==> src/rtl/core/stg_pkg.sv <==
// Shared types, constants and point tables for the shape trajectory generator.
// No dependencies; imported by stg_cordic and shape_trajectory_generator.
package stg_pkg;

   typedef enum logic [1:0] {
      SHAPE_CIRCLE   = 2'd0,
      SHAPE_SQUARE   = 2'd1,
      SHAPE_TRIANGLE = 2'd2,
      SHAPE_HOLD     = 2'd3
   } shape_type;

   typedef enum logic [1:0] {
      CSR_PATH_SHAPE    = 2'd0,
      CSR_CIRCLE_RATE   = 2'd1,
      CSR_SQUARE_RATE   = 2'd2,
      CSR_TRIANGLE_RATE = 2'd3
   } csr_index_type;

   localparam int RATE_W     = 24;
   localparam int STEP_IN_W  = 10;
   localparam int STEP_W     = 7;
   localparam int STEP_MIN   = 10;
   localparam int STEP_MAX   = 100;
   localparam int COORD_W    = 16;
   localparam int CSR_IDX_W  = 2;

   localparam logic [RATE_W-1:0] CIRCLE_RATE_RST   = 24'd102535;
   localparam logic [RATE_W-1:0] SQUARE_RATE_RST   = 24'd273426;
   localparam logic [RATE_W-1:0] TRIANGLE_RATE_RST = 24'd205069;

   localparam int ANGLE_W            = 32;
   localparam int CORDIC_ITERS       = 16;
   localparam int CORDIC_ITER_W      = 4;
   localparam int CORDIC_GAIN_Q30    = 652032874;
   localparam int CIRCLE_RADIUS_MM   = 30;
   localparam int GAIN_SHIFT         = 14;
   localparam int CORDIC_ROUND_SHIFT = 16;

   localparam logic [ANGLE_W-1:0] ATAN_TURNS [CORDIC_ITERS] = '{
      32'h20000000, 32'h12E4051E, 32'h09FB385B, 32'h051111D4,
      32'h028B0D43, 32'h0145D7E1, 32'h00A2F61E, 32'h00517C55,
      32'h0028BE53, 32'h00145F2F, 32'h000A2F98, 32'h000517CC,
      32'h00028BE6, 32'h000145F3, 32'h0000A2FA, 32'h0000517D
   };

   localparam int T_W            = 16;
   localparam int PT_W           = 24;
   localparam int SEG_IDX_W      = 5;
   localparam int SQ_POINTS      = 24;
   localparam int SQ_SIDE_POINTS = 6;
   localparam int SQ_HALF        = 75;
   localparam int SQ_STEP        = 25;
   localparam int SQ_DIVISOR     = 3;
   localparam int TRI_VERTS      = 3;
   localparam int TRI_HALF_SIDE_Q16 = 1702675;
   localparam int TRI_R_Q16         = 1966080;
   localparam int TRI_HALF_R_Q16    = 983040;

   typedef struct packed {
      logic                 start;
      logic [ANGLE_W-1:0]   angle;
   } cordic_ctl_type;

   typedef struct packed {
      logic signed [PT_W-1:0] x0;
      logic signed [PT_W-1:0] y0;
      logic signed [PT_W-1:0] dx;
      logic signed [PT_W-1:0] dy;
   } poly_pt_type;

   // square corner path in mm/3, starting at (75,75) heading to -x
   function automatic poly_pt_type square_point(input logic [SEG_IDX_W-1:0] idx);
      poly_pt_type p;
      int pos;
      begin
         if (int'(idx) < SQ_SIDE_POINTS) begin
            pos  = int'(idx);
            p.x0 = PT_W'(SQ_HALF - SQ_STEP * pos);
            p.y0 = PT_W'(SQ_HALF);
            p.dx = PT_W'(-SQ_STEP);
            p.dy = '0;
         end else if (int'(idx) < 2 * SQ_SIDE_POINTS) begin
            pos  = int'(idx) - SQ_SIDE_POINTS;
            p.x0 = PT_W'(-SQ_HALF);
            p.y0 = PT_W'(SQ_HALF - SQ_STEP * pos);
            p.dx = '0;
            p.dy = PT_W'(-SQ_STEP);
         end else if (int'(idx) < 3 * SQ_SIDE_POINTS) begin
            pos  = int'(idx) - 2 * SQ_SIDE_POINTS;
            p.x0 = PT_W'(-SQ_HALF + SQ_STEP * pos);
            p.y0 = PT_W'(-SQ_HALF);
            p.dx = PT_W'(SQ_STEP);
            p.dy = '0;
         end else begin
            pos  = int'(idx) - 3 * SQ_SIDE_POINTS;
            p.x0 = PT_W'(SQ_HALF);
            p.y0 = PT_W'(-SQ_HALF + SQ_STEP * pos);
            p.dx = '0;
            p.dy = PT_W'(SQ_STEP);
         end
         return p;
      end
   endfunction

   // triangle vertices in Q16 mm with the edge vector to the next vertex
   function automatic poly_pt_type triangle_point(input logic [1:0] k);
      poly_pt_type p;
      begin
         case (k)
            2'd0: begin
               p.x0 = '0;
               p.y0 = PT_W'(TRI_R_Q16);
               p.dx = PT_W'(-TRI_HALF_SIDE_Q16);
               p.dy = PT_W'(-TRI_HALF_R_Q16 - TRI_R_Q16);
            end
            2'd1: begin
               p.x0 = PT_W'(-TRI_HALF_SIDE_Q16);
               p.y0 = PT_W'(-TRI_HALF_R_Q16);
               p.dx = PT_W'(2 * TRI_HALF_SIDE_Q16);
               p.dy = '0;
            end
            default: begin
               p.x0 = PT_W'(TRI_HALF_SIDE_Q16);
               p.y0 = PT_W'(-TRI_HALF_R_Q16);
               p.dx = PT_W'(-TRI_HALF_SIDE_Q16);
               p.dy = PT_W'(TRI_R_Q16 + TRI_HALF_R_Q16);
            end
         endcase
         return p;
      end
   endfunction

   function automatic logic signed [COORD_W-1:0] sat_coord(input logic signed [63:0] v);
      logic signed [COORD_W-1:0] r;
      begin
         if (v > 64'sd32767) begin
            r = 16'sh7FFF;
         end else if (v < -64'sd32768) begin
            r = 16'sh8000;
         end else begin
            r = v[COORD_W-1:0];
         end
         return r;
      end
   endfunction

endpackage

==> src/rtl/core/stg_cordic.sv <==
// Iterative rotation-mode CORDIC: one shift-add micro-rotation per cycle.
// Returns the quadrant-corrected, rounded circle point. Depends on stg_pkg.
module stg_cordic import stg_pkg::*; #(
   parameter int COORD_FRAC_BITS = 10
) (
   input  logic                              clock,
   input  logic                              reset,
   input  cordic_ctl_type                    ctl,
   output logic                              done,
   output logic signed [COORD_FRAC_BITS+8:0] cos_out,
   output logic signed [COORD_FRAC_BITS+8:0] sin_out
);

   localparam int XW = COORD_FRAC_BITS + 24;
   localparam int CW = COORD_FRAC_BITS + 9;
   localparam int ZW = ANGLE_W + 1;
   localparam int RW = XW - CORDIC_ROUND_SHIFT;
   localparam logic [63:0] GAIN_PROD = 64'(CIRCLE_RADIUS_MM) * 64'(CORDIC_GAIN_Q30);
   localparam logic [63:0] X_INIT    = (GAIN_PROD << COORD_FRAC_BITS) >> GAIN_SHIFT;
   localparam logic signed [XW-1:0] ROUND_HALF = XW'(64'd1 << (CORDIC_ROUND_SHIFT - 1));
   localparam logic [CORDIC_ITER_W-1:0] LAST_ITER = CORDIC_ITER_W'(CORDIC_ITERS - 1);

   logic                      busy_ff, busy_in;
   logic                      done_ff, done_in;
   logic [CORDIC_ITER_W-1:0]  iter_ff, iter_in;
   logic signed [XW-1:0]      x_ff, x_in;
   logic signed [XW-1:0]      y_ff, y_in;
   logic signed [ZW-1:0]      z_ff, z_in;
   logic [1:0]                quad_ff, quad_in;

   logic signed [XW-1:0]      x_sh, y_sh;
   logic signed [ZW-1:0]      atan_z;
   logic signed [XW-1:0]      x_rnd, y_rnd;
   logic signed [CW-1:0]      c_val, s_val;

   assign x_sh   = x_ff >>> iter_ff;
   assign y_sh   = y_ff >>> iter_ff;
   assign atan_z = $signed({1'b0, ATAN_TURNS[iter_ff]});

   always_comb begin
      busy_in = busy_ff;
      done_in = 1'b0;
      iter_in = iter_ff;
      x_in    = x_ff;
      y_in    = y_ff;
      z_in    = z_ff;
      quad_in = quad_ff;
      if (ctl.start) begin
         busy_in = 1'b1;
         iter_in = '0;
         x_in    = X_INIT[XW-1:0];
         y_in    = '0;
         z_in    = $signed({3'b000, ctl.angle[ANGLE_W-3:0]});
         quad_in = ctl.angle[ANGLE_W-1:ANGLE_W-2];
      end else if (busy_ff) begin
         if (!z_ff[ZW-1]) begin
            x_in = x_ff - y_sh;
            y_in = y_ff + x_sh;
            z_in = z_ff - atan_z;
         end else begin
            x_in = x_ff + y_sh;
            y_in = y_ff - x_sh;
            z_in = z_ff + atan_z;
         end
         iter_in = iter_ff + 1'b1;
         if (iter_ff == LAST_ITER) begin
            busy_in = 1'b0;
            done_in = 1'b1;
         end
      end
   end

   always_ff @(posedge clock) begin
      if (reset) begin
         busy_ff <= 1'b0;
         done_ff <= 1'b0;
         iter_ff <= '0;
      end else begin
         busy_ff <= busy_in;
         done_ff <= done_in;
         iter_ff <= iter_in;
      end
      x_ff    <= x_in;
      y_ff    <= y_in;
      z_ff    <= z_in;
      quad_ff <= quad_in;
   end

   assign x_rnd = x_ff + ROUND_HALF;
   assign y_rnd = y_ff + ROUND_HALF;
   assign c_val = $signed({{(CW-RW){x_rnd[XW-1]}}, x_rnd[XW-1:CORDIC_ROUND_SHIFT]});
   assign s_val = $signed({{(CW-RW){y_rnd[XW-1]}}, y_rnd[XW-1:CORDIC_ROUND_SHIFT]});

   always_comb begin
      case (quad_ff)
         2'd0: begin
            cos_out = c_val;
            sin_out = s_val;
         end
         2'd1: begin
            cos_out = -s_val;
            sin_out = c_val;
         end
         2'd2: begin
            cos_out = -c_val;
            sin_out = -s_val;
         end
         default: begin
            cos_out = s_val;
            sin_out = -c_val;
         end
      endcase
   end

   assign done = done_ff;

`ifndef SYNTHESIS
   a_start_when_free: assert property (@(posedge clock) disable iff (reset)
      ctl.start |-> !busy_ff)
      else $error("cordic started while busy");
   a_done_pulse: assert property (@(posedge clock) disable iff (reset)
      done_ff |=> !done_ff)
      else $error("cordic done held longer than one cycle");
   a_last_iter_done: assert property (@(posedge clock) disable iff (reset)
      (busy_ff && !ctl.start && iter_ff == LAST_ITER) |=> (done_ff && !busy_ff))
      else $error("cordic did not finish after last iteration");
`endif

endmodule

==> src/rtl/core/shape_trajectory_generator.sv <==
// Shape trajectory generator: phase accumulator plus shape point generation.
// One request at a time; the next is taken the cycle after the result is registered.
// The circle result comes from the 16-step CORDIC loop in stg_cordic; the other shapes from the sequencer.
// Synchronous active-high reset: phase cleared, registers to defaults, no result pending.
// Depends on stg_pkg and stg_cordic.
module shape_trajectory_generator import stg_pkg::*; #(
   parameter int PHASE_BITS      = 32,
   parameter int COORD_FRAC_BITS = 10
) (
   input  logic                       clock,
   input  logic                       reset,
   input  logic                       req_valid,
   output logic                       req_ready,
   input  logic [STEP_IN_W-1:0]       req_step_ms,
   input  logic                       req_restart,
   output logic                       rsp_valid,
   input  logic                       rsp_ready,
   output logic signed [COORD_W-1:0]  rsp_target_x,
   output logic signed [COORD_W-1:0]  rsp_target_y,
   input  logic                       csr_we,
   input  logic [CSR_IDX_W-1:0]       csr_index,
   input  logic [RATE_W-1:0]          csr_wdata
);

   localparam int CW       = COORD_FRAC_BITS + 9;
   localparam int PROD_W   = RATE_W + STEP_W;
   localparam int SUM_W    = ((PHASE_BITS > PROD_W) ? PHASE_BITS : PROD_W) + 1;
   localparam int LPROD_W  = PT_W + T_W + 1;
   localparam int NUM_W    = PT_W + T_W + 2;
   localparam int SH_W     = NUM_W + COORD_FRAC_BITS;
   localparam int SQ_SHIFT = T_W;
   localparam int TRI_SHIFT = 2 * T_W;
   localparam int TW       = SH_W - TRI_SHIFT;
   localparam int QW       = SH_W - SQ_SHIFT;
   localparam int UW       = COORD_FRAC_BITS + 10;
   localparam logic signed [SH_W-1:0] TRI_ROUND = SH_W'(64'd1 << (TRI_SHIFT - 1));
   localparam logic signed [SH_W-1:0] SQ_ROUND  =
      SH_W'(64'(SQ_DIVISOR) << (SQ_SHIFT - 1));
   localparam logic signed [QW-1:0] U_OFFSET =
      QW'(64'(SQ_DIVISOR) << (COORD_FRAC_BITS + 7));
   localparam logic signed [UW:0] Q_BIAS = (UW+1)'(64'd1 << (COORD_FRAC_BITS + 7));
   localparam logic [UW-1:0] RECIP = UW'((64'd1 << UW) / 64'(SQ_DIVISOR));

   typedef enum logic [10:0] {
      S_IDLE   = 11'b00000000001,
      S_MUL    = 11'b00000000010,
      S_ADD    = 11'b00000000100,
      S_CSTART = 11'b00000001000,
      S_CWAIT  = 11'b00000010000,
      S_SEG    = 11'b00000100000,
      S_LMUL   = 11'b00001000000,
      S_LSUM   = 11'b00010000000,
      S_LRECIP = 11'b00100000000,
      S_LFIX   = 11'b01000000000,
      S_DONE   = 11'b10000000000
   } state_type;

   state_type                   state_ff, state_in;
   shape_type                   path_shape_ff, path_shape_in;
   logic [RATE_W-1:0]           circle_rate_ff, circle_rate_in;
   logic [RATE_W-1:0]           square_rate_ff, square_rate_in;
   logic [RATE_W-1:0]           triangle_rate_ff, triangle_rate_in;
   logic [PHASE_BITS-1:0]       phase_ff, phase_in;
   logic [STEP_W-1:0]           step_ff, step_in;
   logic [PROD_W-1:0]           prod_ff, prod_in;
   logic [T_W-1:0]              t_ff, t_in;
   poly_pt_type                 pt_ff, pt_in;
   logic                        axis_ff, axis_in;
   logic signed [LPROD_W-1:0]   lprod_ff, lprod_in;
   logic [UW-1:0]               u_ff, u_in;
   logic [UW-1:0]               qest_ff, qest_in;
   logic signed [COORD_W-1:0]   res_x_ff, res_x_in;
   logic signed [COORD_W-1:0]   res_y_ff, res_y_in;
   logic                        rsp_valid_ff, rsp_valid_in;
   logic signed [COORD_W-1:0]   rsp_x_ff, rsp_x_in;
   logic signed [COORD_W-1:0]   rsp_y_ff, rsp_y_in;

   logic [STEP_W-1:0]           step_sat;
   logic [RATE_W-1:0]           rate_sel;
   logic [SUM_W-1:0]            phase_sum;
   logic [PHASE_BITS+4:0]       sq_seg;
   logic [PHASE_BITS+1:0]       tri_seg;
   logic [PHASE_BITS+ANGLE_W-1:0] ang_ext;
   logic signed [PT_W-1:0]      d_sel, v0_sel;
   logic signed [NUM_W-1:0]     num;
   logic signed [SH_W-1:0]      shifted, tri_full, sq_full;
   logic signed [QW-1:0]        sq_q, u_full;
   logic [2*UW-1:0]             qprod;
   logic [UW+1:0]               rem;
   logic [UW-1:0]               q_fix;
   logic signed [UW:0]          sq_res;
   logic signed [63:0]          lin_wide;
   logic signed [COORD_W-1:0]   lin_sat;

   cordic_ctl_type              cordic_ctl;
   logic                        cordic_done;
   logic signed [CW-1:0]        cordic_cos, cordic_sin;

   stg_cordic #(
      .COORD_FRAC_BITS (COORD_FRAC_BITS)
   ) u_cordic (
      .clock   (clock),
      .reset   (reset),
      .ctl     (cordic_ctl),
      .done    (cordic_done),
      .cos_out (cordic_cos),
      .sin_out (cordic_sin)
   );

   assign ang_ext          = {phase_ff, {ANGLE_W{1'b0}}};
   assign cordic_ctl.start = (state_ff == S_CSTART);
   assign cordic_ctl.angle = ang_ext[PHASE_BITS+ANGLE_W-1 -: ANGLE_W];

   always_comb begin
      if (req_step_ms < STEP_IN_W'(STEP_MIN)) begin
         step_sat = STEP_W'(STEP_MIN);
      end else if (req_step_ms > STEP_IN_W'(STEP_MAX)) begin
         step_sat = STEP_W'(STEP_MAX);
      end else begin
         step_sat = req_step_ms[STEP_W-1:0];
      end
   end

   always_comb begin
      unique case (path_shape_ff)
         SHAPE_CIRCLE:   rate_sel = circle_rate_ff;
         SHAPE_SQUARE:   rate_sel = square_rate_ff;
         SHAPE_TRIANGLE: rate_sel = triangle_rate_ff;
         default:        rate_sel = '0;
      endcase
   end

   assign phase_sum = SUM_W'(phase_ff) + SUM_W'(prod_ff);
   assign sq_seg    = ({5'b0, phase_ff} << 4) + ({5'b0, phase_ff} << 3);
   assign tri_seg   = ({2'b0, phase_ff} << 1) + {2'b0, phase_ff};

   assign d_sel    = axis_ff ? pt_ff.dy : pt_ff.dx;
   assign v0_sel   = axis_ff ? pt_ff.y0 : pt_ff.x0;
   assign num      = $signed({{(NUM_W-PT_W-T_W){v0_sel[PT_W-1]}}, v0_sel, {T_W{1'b0}}})
                   + $signed({{(NUM_W-LPROD_W){lprod_ff[LPROD_W-1]}}, lprod_ff});
   assign shifted  = $signed({num, {COORD_FRAC_BITS{1'b0}}});
   assign tri_full = shifted + TRI_ROUND;
   assign sq_full  = shifted + SQ_ROUND;
   assign sq_q     = $signed(sq_full[SH_W-1:SQ_SHIFT]);
   assign u_full   = sq_q + U_OFFSET;

   assign qprod  = {{UW{1'b0}}, u_ff} * {{UW{1'b0}}, RECIP};
   assign rem    = {2'b00, u_ff} - ({1'b0, qest_ff, 1'b0} + {2'b00, qest_ff});
   assign q_fix  = (rem >= (UW+2)'(SQ_DIVISOR)) ? (qest_ff + 1'b1) : qest_ff;
   assign sq_res = $signed({1'b0, q_fix}) - Q_BIAS;

   always_comb begin
      if (state_ff == S_LFIX) begin
         lin_wide = {{(64-UW-1){sq_res[UW]}}, sq_res};
      end else begin
         lin_wide = {{(64-TW){tri_full[SH_W-1]}}, tri_full[SH_W-1:TRI_SHIFT]};
      end
   end
   assign lin_sat = sat_coord(lin_wide);

   always_comb begin
      path_shape_in    = path_shape_ff;
      circle_rate_in   = circle_rate_ff;
      square_rate_in   = square_rate_ff;
      triangle_rate_in = triangle_rate_ff;
      if (csr_we) begin
         unique case (csr_index_type'(csr_index))
            CSR_PATH_SHAPE:    path_shape_in    = shape_type'(csr_wdata[1:0]);
            CSR_CIRCLE_RATE:   circle_rate_in   = csr_wdata;
            CSR_SQUARE_RATE:   square_rate_in   = csr_wdata;
            CSR_TRIANGLE_RATE: triangle_rate_in = csr_wdata;
         endcase
      end
   end

   always_comb begin
      state_in     = state_ff;
      phase_in     = phase_ff;
      step_in      = step_ff;
      prod_in      = prod_ff;
      t_in         = t_ff;
      pt_in        = pt_ff;
      axis_in      = axis_ff;
      lprod_in     = lprod_ff;
      u_in         = u_ff;
      qest_in      = qest_ff;
      res_x_in     = res_x_ff;
      res_y_in     = res_y_ff;
      rsp_valid_in = rsp_valid_ff && !rsp_ready;
      rsp_x_in     = rsp_x_ff;
      rsp_y_in     = rsp_y_ff;
      unique case (state_ff)
         S_IDLE: begin
            if (req_valid) begin
               step_in = step_sat;
               if (req_restart) begin
                  phase_in = '0;
               end
               state_in = S_MUL;
            end
         end
         S_MUL: begin
            prod_in = {{STEP_W{1'b0}}, rate_sel} * {{RATE_W{1'b0}}, step_ff};
            if (path_shape_ff == SHAPE_HOLD) begin
               res_x_in = '0;
               res_y_in = '0;
               state_in = S_DONE;
            end else begin
               state_in = S_ADD;
            end
         end
         S_ADD: begin
            phase_in = phase_sum[PHASE_BITS-1:0];
            state_in = (path_shape_ff == SHAPE_CIRCLE) ? S_CSTART : S_SEG;
         end
         S_CSTART: begin
            state_in = S_CWAIT;
         end
         S_CWAIT: begin
            if (cordic_done) begin
               res_x_in = sat_coord({{(64-CW){cordic_cos[CW-1]}}, cordic_cos});
               res_y_in = sat_coord({{(64-CW){cordic_sin[CW-1]}}, cordic_sin});
               state_in = S_DONE;
            end
         end
         S_SEG: begin
            if (path_shape_ff == SHAPE_SQUARE) begin
               t_in  = sq_seg[PHASE_BITS-1 -: T_W];
               pt_in = square_point(sq_seg[PHASE_BITS+4:PHASE_BITS]);
            end else begin
               t_in  = tri_seg[PHASE_BITS-1 -: T_W];
               pt_in = triangle_point(tri_seg[PHASE_BITS+1:PHASE_BITS]);
            end
            axis_in  = 1'b0;
            state_in = S_LMUL;
         end
         S_LMUL: begin
            lprod_in = $signed({1'b0, t_ff}) * d_sel;
            state_in = S_LSUM;
         end
         S_LSUM, S_LFIX: begin
            if (state_ff == S_LSUM && path_shape_ff == SHAPE_SQUARE) begin
               u_in     = u_full[UW-1:0];
               state_in = S_LRECIP;
            end else begin
               if (!axis_ff) begin
                  res_x_in = lin_sat;
                  axis_in  = 1'b1;
                  state_in = S_LMUL;
               end else begin
                  res_y_in = lin_sat;
                  state_in = S_DONE;
               end
            end
         end
         S_LRECIP: begin
            qest_in  = qprod[2*UW-1:UW];
            state_in = S_LFIX;
         end
         S_DONE: begin
            if (!rsp_valid_ff || rsp_ready) begin
               rsp_valid_in = 1'b1;
               rsp_x_in     = res_x_ff;
               rsp_y_in     = res_y_ff;
               state_in     = S_IDLE;
            end
         end
         default: begin
            state_in = S_IDLE;
         end
      endcase
   end

   always_ff @(posedge clock) begin
      if (reset) begin
         state_ff         <= S_IDLE;
         path_shape_ff    <= SHAPE_CIRCLE;
         circle_rate_ff   <= CIRCLE_RATE_RST;
         square_rate_ff   <= SQUARE_RATE_RST;
         triangle_rate_ff <= TRIANGLE_RATE_RST;
         phase_ff         <= '0;
         axis_ff          <= 1'b0;
         rsp_valid_ff     <= 1'b0;
      end else begin
         state_ff         <= state_in;
         path_shape_ff    <= path_shape_in;
         circle_rate_ff   <= circle_rate_in;
         square_rate_ff   <= square_rate_in;
         triangle_rate_ff <= triangle_rate_in;
         phase_ff         <= phase_in;
         axis_ff          <= axis_in;
         rsp_valid_ff     <= rsp_valid_in;
      end
      step_ff  <= step_in;
      prod_ff  <= prod_in;
      t_ff     <= t_in;
      pt_ff    <= pt_in;
      lprod_ff <= lprod_in;
      u_ff     <= u_in;
      qest_ff  <= qest_in;
      res_x_ff <= res_x_in;
      res_y_ff <= res_y_in;
      rsp_x_ff <= rsp_x_in;
      rsp_y_ff <= rsp_y_in;
   end

   assign req_ready    = (state_ff == S_IDLE);
   assign rsp_valid    = rsp_valid_ff;
   assign rsp_target_x = rsp_x_ff;
   assign rsp_target_y = rsp_y_ff;

`ifndef SYNTHESIS
   a_cordic_done_in_wait: assert property (@(posedge clock) disable iff (reset)
      cordic_done |-> state_ff == S_CWAIT)
      else $error("cordic result outside wait state");
   a_hold_keeps_phase: assert property (@(posedge clock) disable iff (reset)
      (state_ff == S_MUL && path_shape_ff == SHAPE_HOLD) |=> $stable(phase_ff))
      else $error("phase moved on hold shape");
   a_add_not_hold: assert property (@(posedge clock) disable iff (reset)
      state_ff == S_ADD |-> path_shape_ff != SHAPE_HOLD)
      else $error("phase advance on hold shape");
   a_rsp_from_done: assert property (@(posedge clock) disable iff (reset)
      $rose(rsp_valid_ff) |-> $past(state_ff) == S_DONE)
      else $error("response raised outside done state");
`endif

endmodule

==> config.mk <==
export PLATFORM = sky130hd
export DESIGN_NAME = shape_trajectory_generator
export DESIGN_NICKNAME = d
export VERILOG_FILES = /design/src/rtl/core/stg_pkg.sv /design/src/rtl/core/stg_cordic.sv /design/src/rtl/core/shape_trajectory_generator.sv
export SDC_FILE = /design/constraint.sdc
export NUM_CORES = 2
export LEC_CHECK = 0
export ABC_AREA = 1
export BUFFER_PORTS_ARGS = -buffer_cell sky130_fd_sc_hd__buf_2
export CAP_MARGIN = 20
export CORE_MARGIN = 2
export CORE_UTILIZATION = 25
export CTS_BUF_LIST = sky130_fd_sc_hd__clkbuf_4 sky130_fd_sc_hd__clkbuf_8 sky130_fd_sc_hd__clkbuf_16
export DETAILED_ROUTE_END_ITERATION = 12
export MAX_ROUTING_LAYER = met4
export RECOVER_POWER = 100
export SYNTH_ARGS = -nofsm -noshare
export SYNTH_HDL_FRONTEND = slang
export SYNTH_SLANG_ARGS = --single-unit
export TNS_END_PERCENT = 50
==> constraint.sdc <==
create_clock -name clock -period 8.9 [get_ports clock]
set_clock_uncertainty 0.15 [all_clocks]
set_input_delay 0.445 -clock clock [delete_from_list [all_inputs] [get_ports clock]]
set_output_delay 0.445 -clock clock [all_outputs]
set_load 0.005 [all_outputs]
* After elaboration in Yosys (flattened, before gate mapping)
Memories as Yosys holds them, arrays and structs flattened.
Cells that the tools add are included.
** Storage, ports and cells
- Flip-flop bits (word level) :: 522
- Bits in read-only memories :: 512
- Input port bits :: 42
- Output and inout port bits :: 34
- Word-level logic and storage cells :: 198
- Memories :: 1
** Memories
- (no name shown) :: words 16, bits a word 32, rd ports 1, clocked after memory_dff 0, wr ports 0, RTL line stg_cordic.sv:38 : assign atan_z = $signed({1'b0, ATAN_TURNS[iter_ff]});
** Cells by class
- $add $sub $neg :: 29
- $mul :: 7
- Order comparisons :: 13
- Equal/unequal tests :: 29
- Shift-type cells :: 2
- Multiplexer cells :: 55
- Bitwise operators :: 2
- Reduce and logical (&&, ||, !) cells :: 29
** Operators by type and width (count)
- 2-to-1 mux 96 bit :: 4
- 2-to-1 mux 16 bit :: 14
- case mux 96 bit (2 select lines) :: 1
- 2-to-1 mux 32 bit :: 4
- case mux 19 bit (3 select lines) :: 2
- case mux 11 bit (10 select lines) :: 1
- case mux 16 bit (3 select lines) :: 2
- case mux 24 bit (3 select lines) :: 1
- adder 34 x 17 -> 34 bit (second input constant) :: 2
- adder 34 bit :: 2
- 2-to-1 mux 34 bit :: 2
- >>> shifter 34 x 4 -> 34 bit :: 2
- subtractor 34 bit :: 2
- 2-to-1 mux 11 bit :: 6
- > comparator 64 x 16 -> 1 bit (second input constant) :: 1
- < comparator 64 x 16 -> 1 bit (second input constant) :: 1
- 2-to-1 mux 64 bit :: 1
- case mux 32 bit (2 select lines) :: 1
- 2-to-1 mux 30 bit :: 2
- adder 52 x 33 -> 52 bit (second input constant) :: 1
- 2-to-1 mux 24 bit :: 2
- adder 40 x 41 -> 42 bit :: 1
- multiplier 17 x 24 -> 41 bit :: 1
- multiplier 20 x 19 -> 39 bit (second input constant) :: 1
- 66 further kinds :: 109

* Logic depth before layout (Yosys ltp)
- Word-level depth :: 12
- Mapped depth :: 40
- Mapped depth without buffers :: 38

* Hierarchy
Synthesis repeated with hierarchy kept, for this count alone.
** Second synthesis, totals
- Cell total of the unflattened synthesis :: 9237
- Area, all modules :: 67183.2 um^2
** Modules (own cells, without submodules)
- shape_trajectory_generator :: times used 1, cells each 6095, area an instance 49068.3 um^2
- stg_cordic :: times used 1, cells each 3142, area an instance 18114.9 um^2

* Worst setup path after synthesis
OpenSTA, ideal clock, no wires.
- Kind :: register -> register
- Start point :: register axis_ff
- End point :: register lprod_ff[37], data pin
- Data arrival time :: 6.664 ns
- Data required time :: 8.491 ns
- Path slack :: 1.827 ns
- Stages on the path, launching flop included :: 36
- Path buffers :: 3
- Clock period less this slack :: 7.073 ns
- Cell sequence :: dfxtp_1 > clkbuf_1 > inv_1 > clkbuf_1 > nand2_1 > nand2_1 > inv_1 > buf_1 > nor2_1 > fa_1 > fa_1 > inv_1 > fa_1 > inv_1 > fa_1 > inv_1 > fa_1 > inv_1 > fa_1 > ha_1 > a21oi_1 > inv_1 > nor2_1 > a21boi_0 > o21ai_1 > nand2_1 > nand2_1 > nand2_1 > nand2_1 > nand2_1 > nand2_1 > nand2_1 > nand2_1 > nand2_1 > nand2_1 > xor2_1
** Between the ends
- Word-level cells in the longest chain between the ends :: 2
** Ends and longest elaborated chain
- start: declaration :: RTL line shape_trajectory_generator.sv:68 : logic axis_ff, axis_in;
- start signal: assignment :: RTL line shape_trajectory_generator.sv:291 : axis_ff <= axis_in;
- 2-to-1 mux 24 bit :: RTL line shape_trajectory_generator.sv:137 : assign d_sel = axis_ff ? pt_ff.dy : pt_ff.dx;
- multiplier 17 x 24 -> 41 bit :: RTL line shape_trajectory_generator.sv:238 : lprod_in = $signed({1'b0, t_ff}) * d_sel;
- end signal: assignment :: RTL line shape_trajectory_generator.sv:298 : lprod_ff <= lprod_in;
- end: declaration :: RTL line shape_trajectory_generator.sv:69 : logic signed [LPROD_W-1:0] lprod_ff, lprod_in;
Every way passes these cells.
A chain may end at the register's enable or synchronous reset.

* Worst setup path in the final report
- Start point :: register path_shape_ff[1]
- End point :: register prod_ff[28], data pin
** Between the ends
- Word-level cells in the longest chain between the ends :: 3
** Ends and longest elaborated chain
- start: declaration :: RTL line shape_trajectory_generator.sv:59 : shape_type path_shape_ff, path_shape_in;
- start signal: assignment :: RTL line shape_trajectory_generator.sv:286 : path_shape_ff <= path_shape_in;
- equality test 2 bit (tied with other cells) :: RTL line shape_trajectory_generator.sv:125 : unique case (path_shape_ff)
- case mux 24 bit (3 select lines) (*) :: RTL line shape_trajectory_generator.sv:125
- multiplier 24 x 7 -> 31 bit (*) :: RTL line shape_trajectory_generator.sv:203 : prod_in = {{STEP_W{1'b0}}, rate_sel} * {{RATE_W{1'b0}}, step_ff};
- end signal: assignment :: RTL line shape_trajectory_generator.sv:295 : prod_ff <= prod_in;
- end: declaration :: RTL line shape_trajectory_generator.sv:65 : logic [PROD_W-1:0] prod_ff, prod_in;
Every way passes the cells marked *; elsewhere a longest branch is shown, timed or not.

==> metrics.md <==
| Metric | Value |
|---|---|
| CP peak stage delay | 1.74 ns |
| Slew @ Worst Pin | 3.40 ns |
| Ranking of synthesized cells by area | fa_1 (19%), ha_1 (12%), edfxtp_1 (12%) |
| Syn Nets | 10100 |
| Die Span Y | 516 um |
| CP Class | reg -> reg |
| NumNets Final | 10100 |
| Synth Register Bits | 464 |
| Root Buffer | clkbuf_16 |
| Final setup viols | 0 |
| Antenna Nets Post-Route | 0 |
| Post-CTS Setup Bufs | 0 |
| Met3 Usage GRT | 1.81% |
| Synth Cell Area | 0.0655 mm2 |
| Total track usage | 14.7% |
| Hold_sp | csr_we |
| Synthesized area per cell | 7.46 um2 |
| Vias in the first global route | 54200 |
| FF-to-FF setup slack | 0.87 ns |
| Syn Inst Count | 8780 |
| Period utilization | 90.2% |
| Crit path max fanout | 40 |
| Dominant cell type by area after synthesis | fa_1 |
| FF-to-FF Start | path_shape_ff[1] |
| Filler instances | 28800 |
| Row count | 187 |
| Fin. Hold Viols | 0 |
| Vias per cell | 4.53 |
| TritonCTS clock tree | yes |
| Worst R2R Path Depth | 22 |
| Peak supply drop | 0.151 mV |
| 1st-pass router iterations | 6 |
| TritonCTS buffer count | 57 |
| DRC violations left | 0 |
| Reg clk slew, reported paths | 0.06 ns |
| # port buffers | 75 |
| First-pass GRT wire length | 304000 um |
| DP HPWL | 158000 um |
| 1st-iter DRT viols | 4384 |
| M2 GR Usage | 23.3% |
| Layout cell share with drive strength beyond 1 | 3.98% |
| Area share of the largest cell type after synthesis | 19.4% |
| WL/cell | 15.6 um |
| Power, Total | 8.98 mW |
| Leak Pwr | 34.7 nW |
| Core area | 0.260 mm2 |
| Worst Hold Depth | 5 |
| Placed Cells | 12200 |
| Cell Pwr Density | 125 mW/mm2 |
| Drt total wl | 192000 um |
| Cells along the critical path | nor2_4, clkbuf_1, nand2_1, o211ai_1, nand2_1, fa_1, inv_1, fa_1, fa_1, fa_1, ha_1, a21oi_1, o21ai_0, a31oi_1, o21ai_0, clkbuf_1, a21oi_1, inv_1, a21oi_1, o21ai_0, a21oi_1, xnor2_1 |
| Max_cap viols | 11 |
| Slew Limit Headroom | -127% |
| Unique masters post-synth | 77 |
| FMAX | 0.125 GHz |
| Synth warn | 0 |
| CTS H-tree depth | 2 |
| Hold slack | 0.0687 ns |
| GRT busiest layer | met2 |
| Worst Hold End | path_shape_ff[0] |
| CP endpoint kind | register |
| Total clock sinks | 464 |
| Most used DFF post-synth | edfxtp_1 |
| Failing checks | max-capacitance violations, max-slew violations |
| CTS resizes | 0 |
| CP Launch Type | register |
| Largest net degree at the start of global routing | 77 |
| Most frequent cells in the layout | nand2_1 (1952), inv_1 (1675), nor2_1 (665), ha_1 (648), fa_1 (636) |
| GPL Wtd Cong | 0.952 |
| Required time of the critical path | 9.17 ns |
| Fin crit period | 8.03 ns |
| RSZ-0062 raised after global routing | no |
| Fin Setup TNS | 0 ns |
| Antenna violations before repair | 4 |
| Bufs on Longest Clock Path | 3 |
| Global route overflow | 0 |
| Final slew viol count | 518 |
| Seq/Total Area, Yosys | 18.3% |
| M1 GR Usage | 20.1% |
| CP max-delay cell | clkbuf_1 |
| Asr flop ratio synth | 0% |
| Final Instance Count excl. Fillers | 12300 |
| Die width | 516 um |
| Via count | 55900 |
| Die area | 0.266 mm2 |
| Worst skew pair latency | 0.72 ns |
| Area growth, synth to finish | 9.97% |
| CP arrival | 8.30 ns |
| Post-synth EDFFs | 268 |
| Run status | finished with violations |
| Min-delay worst type | in -> reg |
| Initial core utilization | 25.2% |
| I/O pin cnt | 76 |
| RR Endpoint | prod_ff[28] |
| Commonest non-fill, non-tap cell in the layout | nand2_1 |
==> synth_stat cells, drive strengths merged (20+ instances only) <==
cell / n
nand4: 90
a21oi: 539
a21boi: 20
dfxtp: 196
o221ai: 32
xor2: 249
clkbuf: 137
buf: 67
o211ai: 50
nor2: 688
nand2: 1973
nor3: 87
nor4: 25
o21ai: 581
ha: 648
a31oi: 62
nand3: 328
edfxtp: 268
fa: 636
mux2i: 40
inv: 1702
or2: 53
xnor2: 124
==> worst max-delay path by stage <==
stage          cells after the start                start           endpoint
2_1_floorplan                     35              axis_ff       lprod_ff[37]
3_3_place_gp                      32              axis_ff       lprod_ff[37]
3_5_place_dp                      24              axis_ff       lprod_ff[38]
4_1_cts                           24              axis_ff       lprod_ff[38]
5_1_grt                           29  u_cordic.iter_ff[0]  u_cordic.y_ff[29]
6_report                          22     path_shape_ff[1]        prod_ff[28]
==> stage by stage <==
step / setup WS (ns) / utilization (%) / area (um2)
floorplan: 1.83 / - / 65500
global placement: 1.05 / 26.8 / 69800
detailed placement: 1.08 / 26.8 / 69800
CTS: 1.05 / 27.8 / 72200
global route: 0.262 / 27.7 / 72100
finish: 0.870 / 27.7 / 72100
==> cell type report <==
type,count,area (um2),share of cell area (%)
Multi-Input combinational cell,6403,46200,64.1
Sequential cell,464,12000,16.6
Inverter,1709,6410,8.90
Tap cell,3496,4370,6.07
Clock buffer,70,1550,2.16
Timing Repair Buffer,166,1050,1.46
Clock inverter,35,487,0.675
Antenna cell,1,2.50,0.00347
==> power by group <==
part	leakage, nW	switching, mW	internal [mW]
Sequential	4.09	0.153	2.44
Clock	1.01	1.06	1.54
Combinational	29.6	2.37	1.40
Total	34.7	3.59	5.39
==> worst max-delay path: cells and delay by family, from the launching register on <==
family / cells / cell delay (ns)
flip-flops: 1 / 0.46
buffers and inverters: 4 / 2.03
XOR/XNOR: 1 / 0.09
AND/OR/NAND/NOR: 3 / 0.68
adder cells (fa/ha/maj): 5 / 2.35
AO/OA/AOI/OAI: 9 / 2.00
==> per-layer routing <==
layer	vias to the layer above	wire, um
met3	170	11500
met5	-	0
met4	0	3770
li1	28100	-
met1	26300	90600
met2	1422	86600
==> timing repair <==
action                                 in CTS  in global routing
setup endpoints to repair                   0                  0
endpoints found under the hold margin      83                  0
hold buffers                               35                  0
==> flip-flops by register name, summed over array words and instances, names as in the netlist, 19 cells and up <==
signal and cells:
pt_ff 43, lprod_ff 36, u_cordic.x_ff 34, u_cordic.y_ff 34, u_cordic.z_ff 33, phase_ff 32
prod_ff 31, circle_rate_ff 24, square_rate_ff 24, triangle_rate_ff 24, u_ff 20, qest_ff 19
==> cells by family after synthesis <==
| group | share of synthesized area [%] |
|---|---|
| XOR/XNOR | 5.05 |
| AO/OA/AOI/OAI | 12.3 |
| buffers and inverters | 11.2 |
| AND/OR/NAND/NOR | 20.8 |
| flip-flops | 18.3 |
| multiplexers | 0.636 |
| adder cells (fa/ha/maj) | 31.8 |
Power figures use the tool's default switching activity.
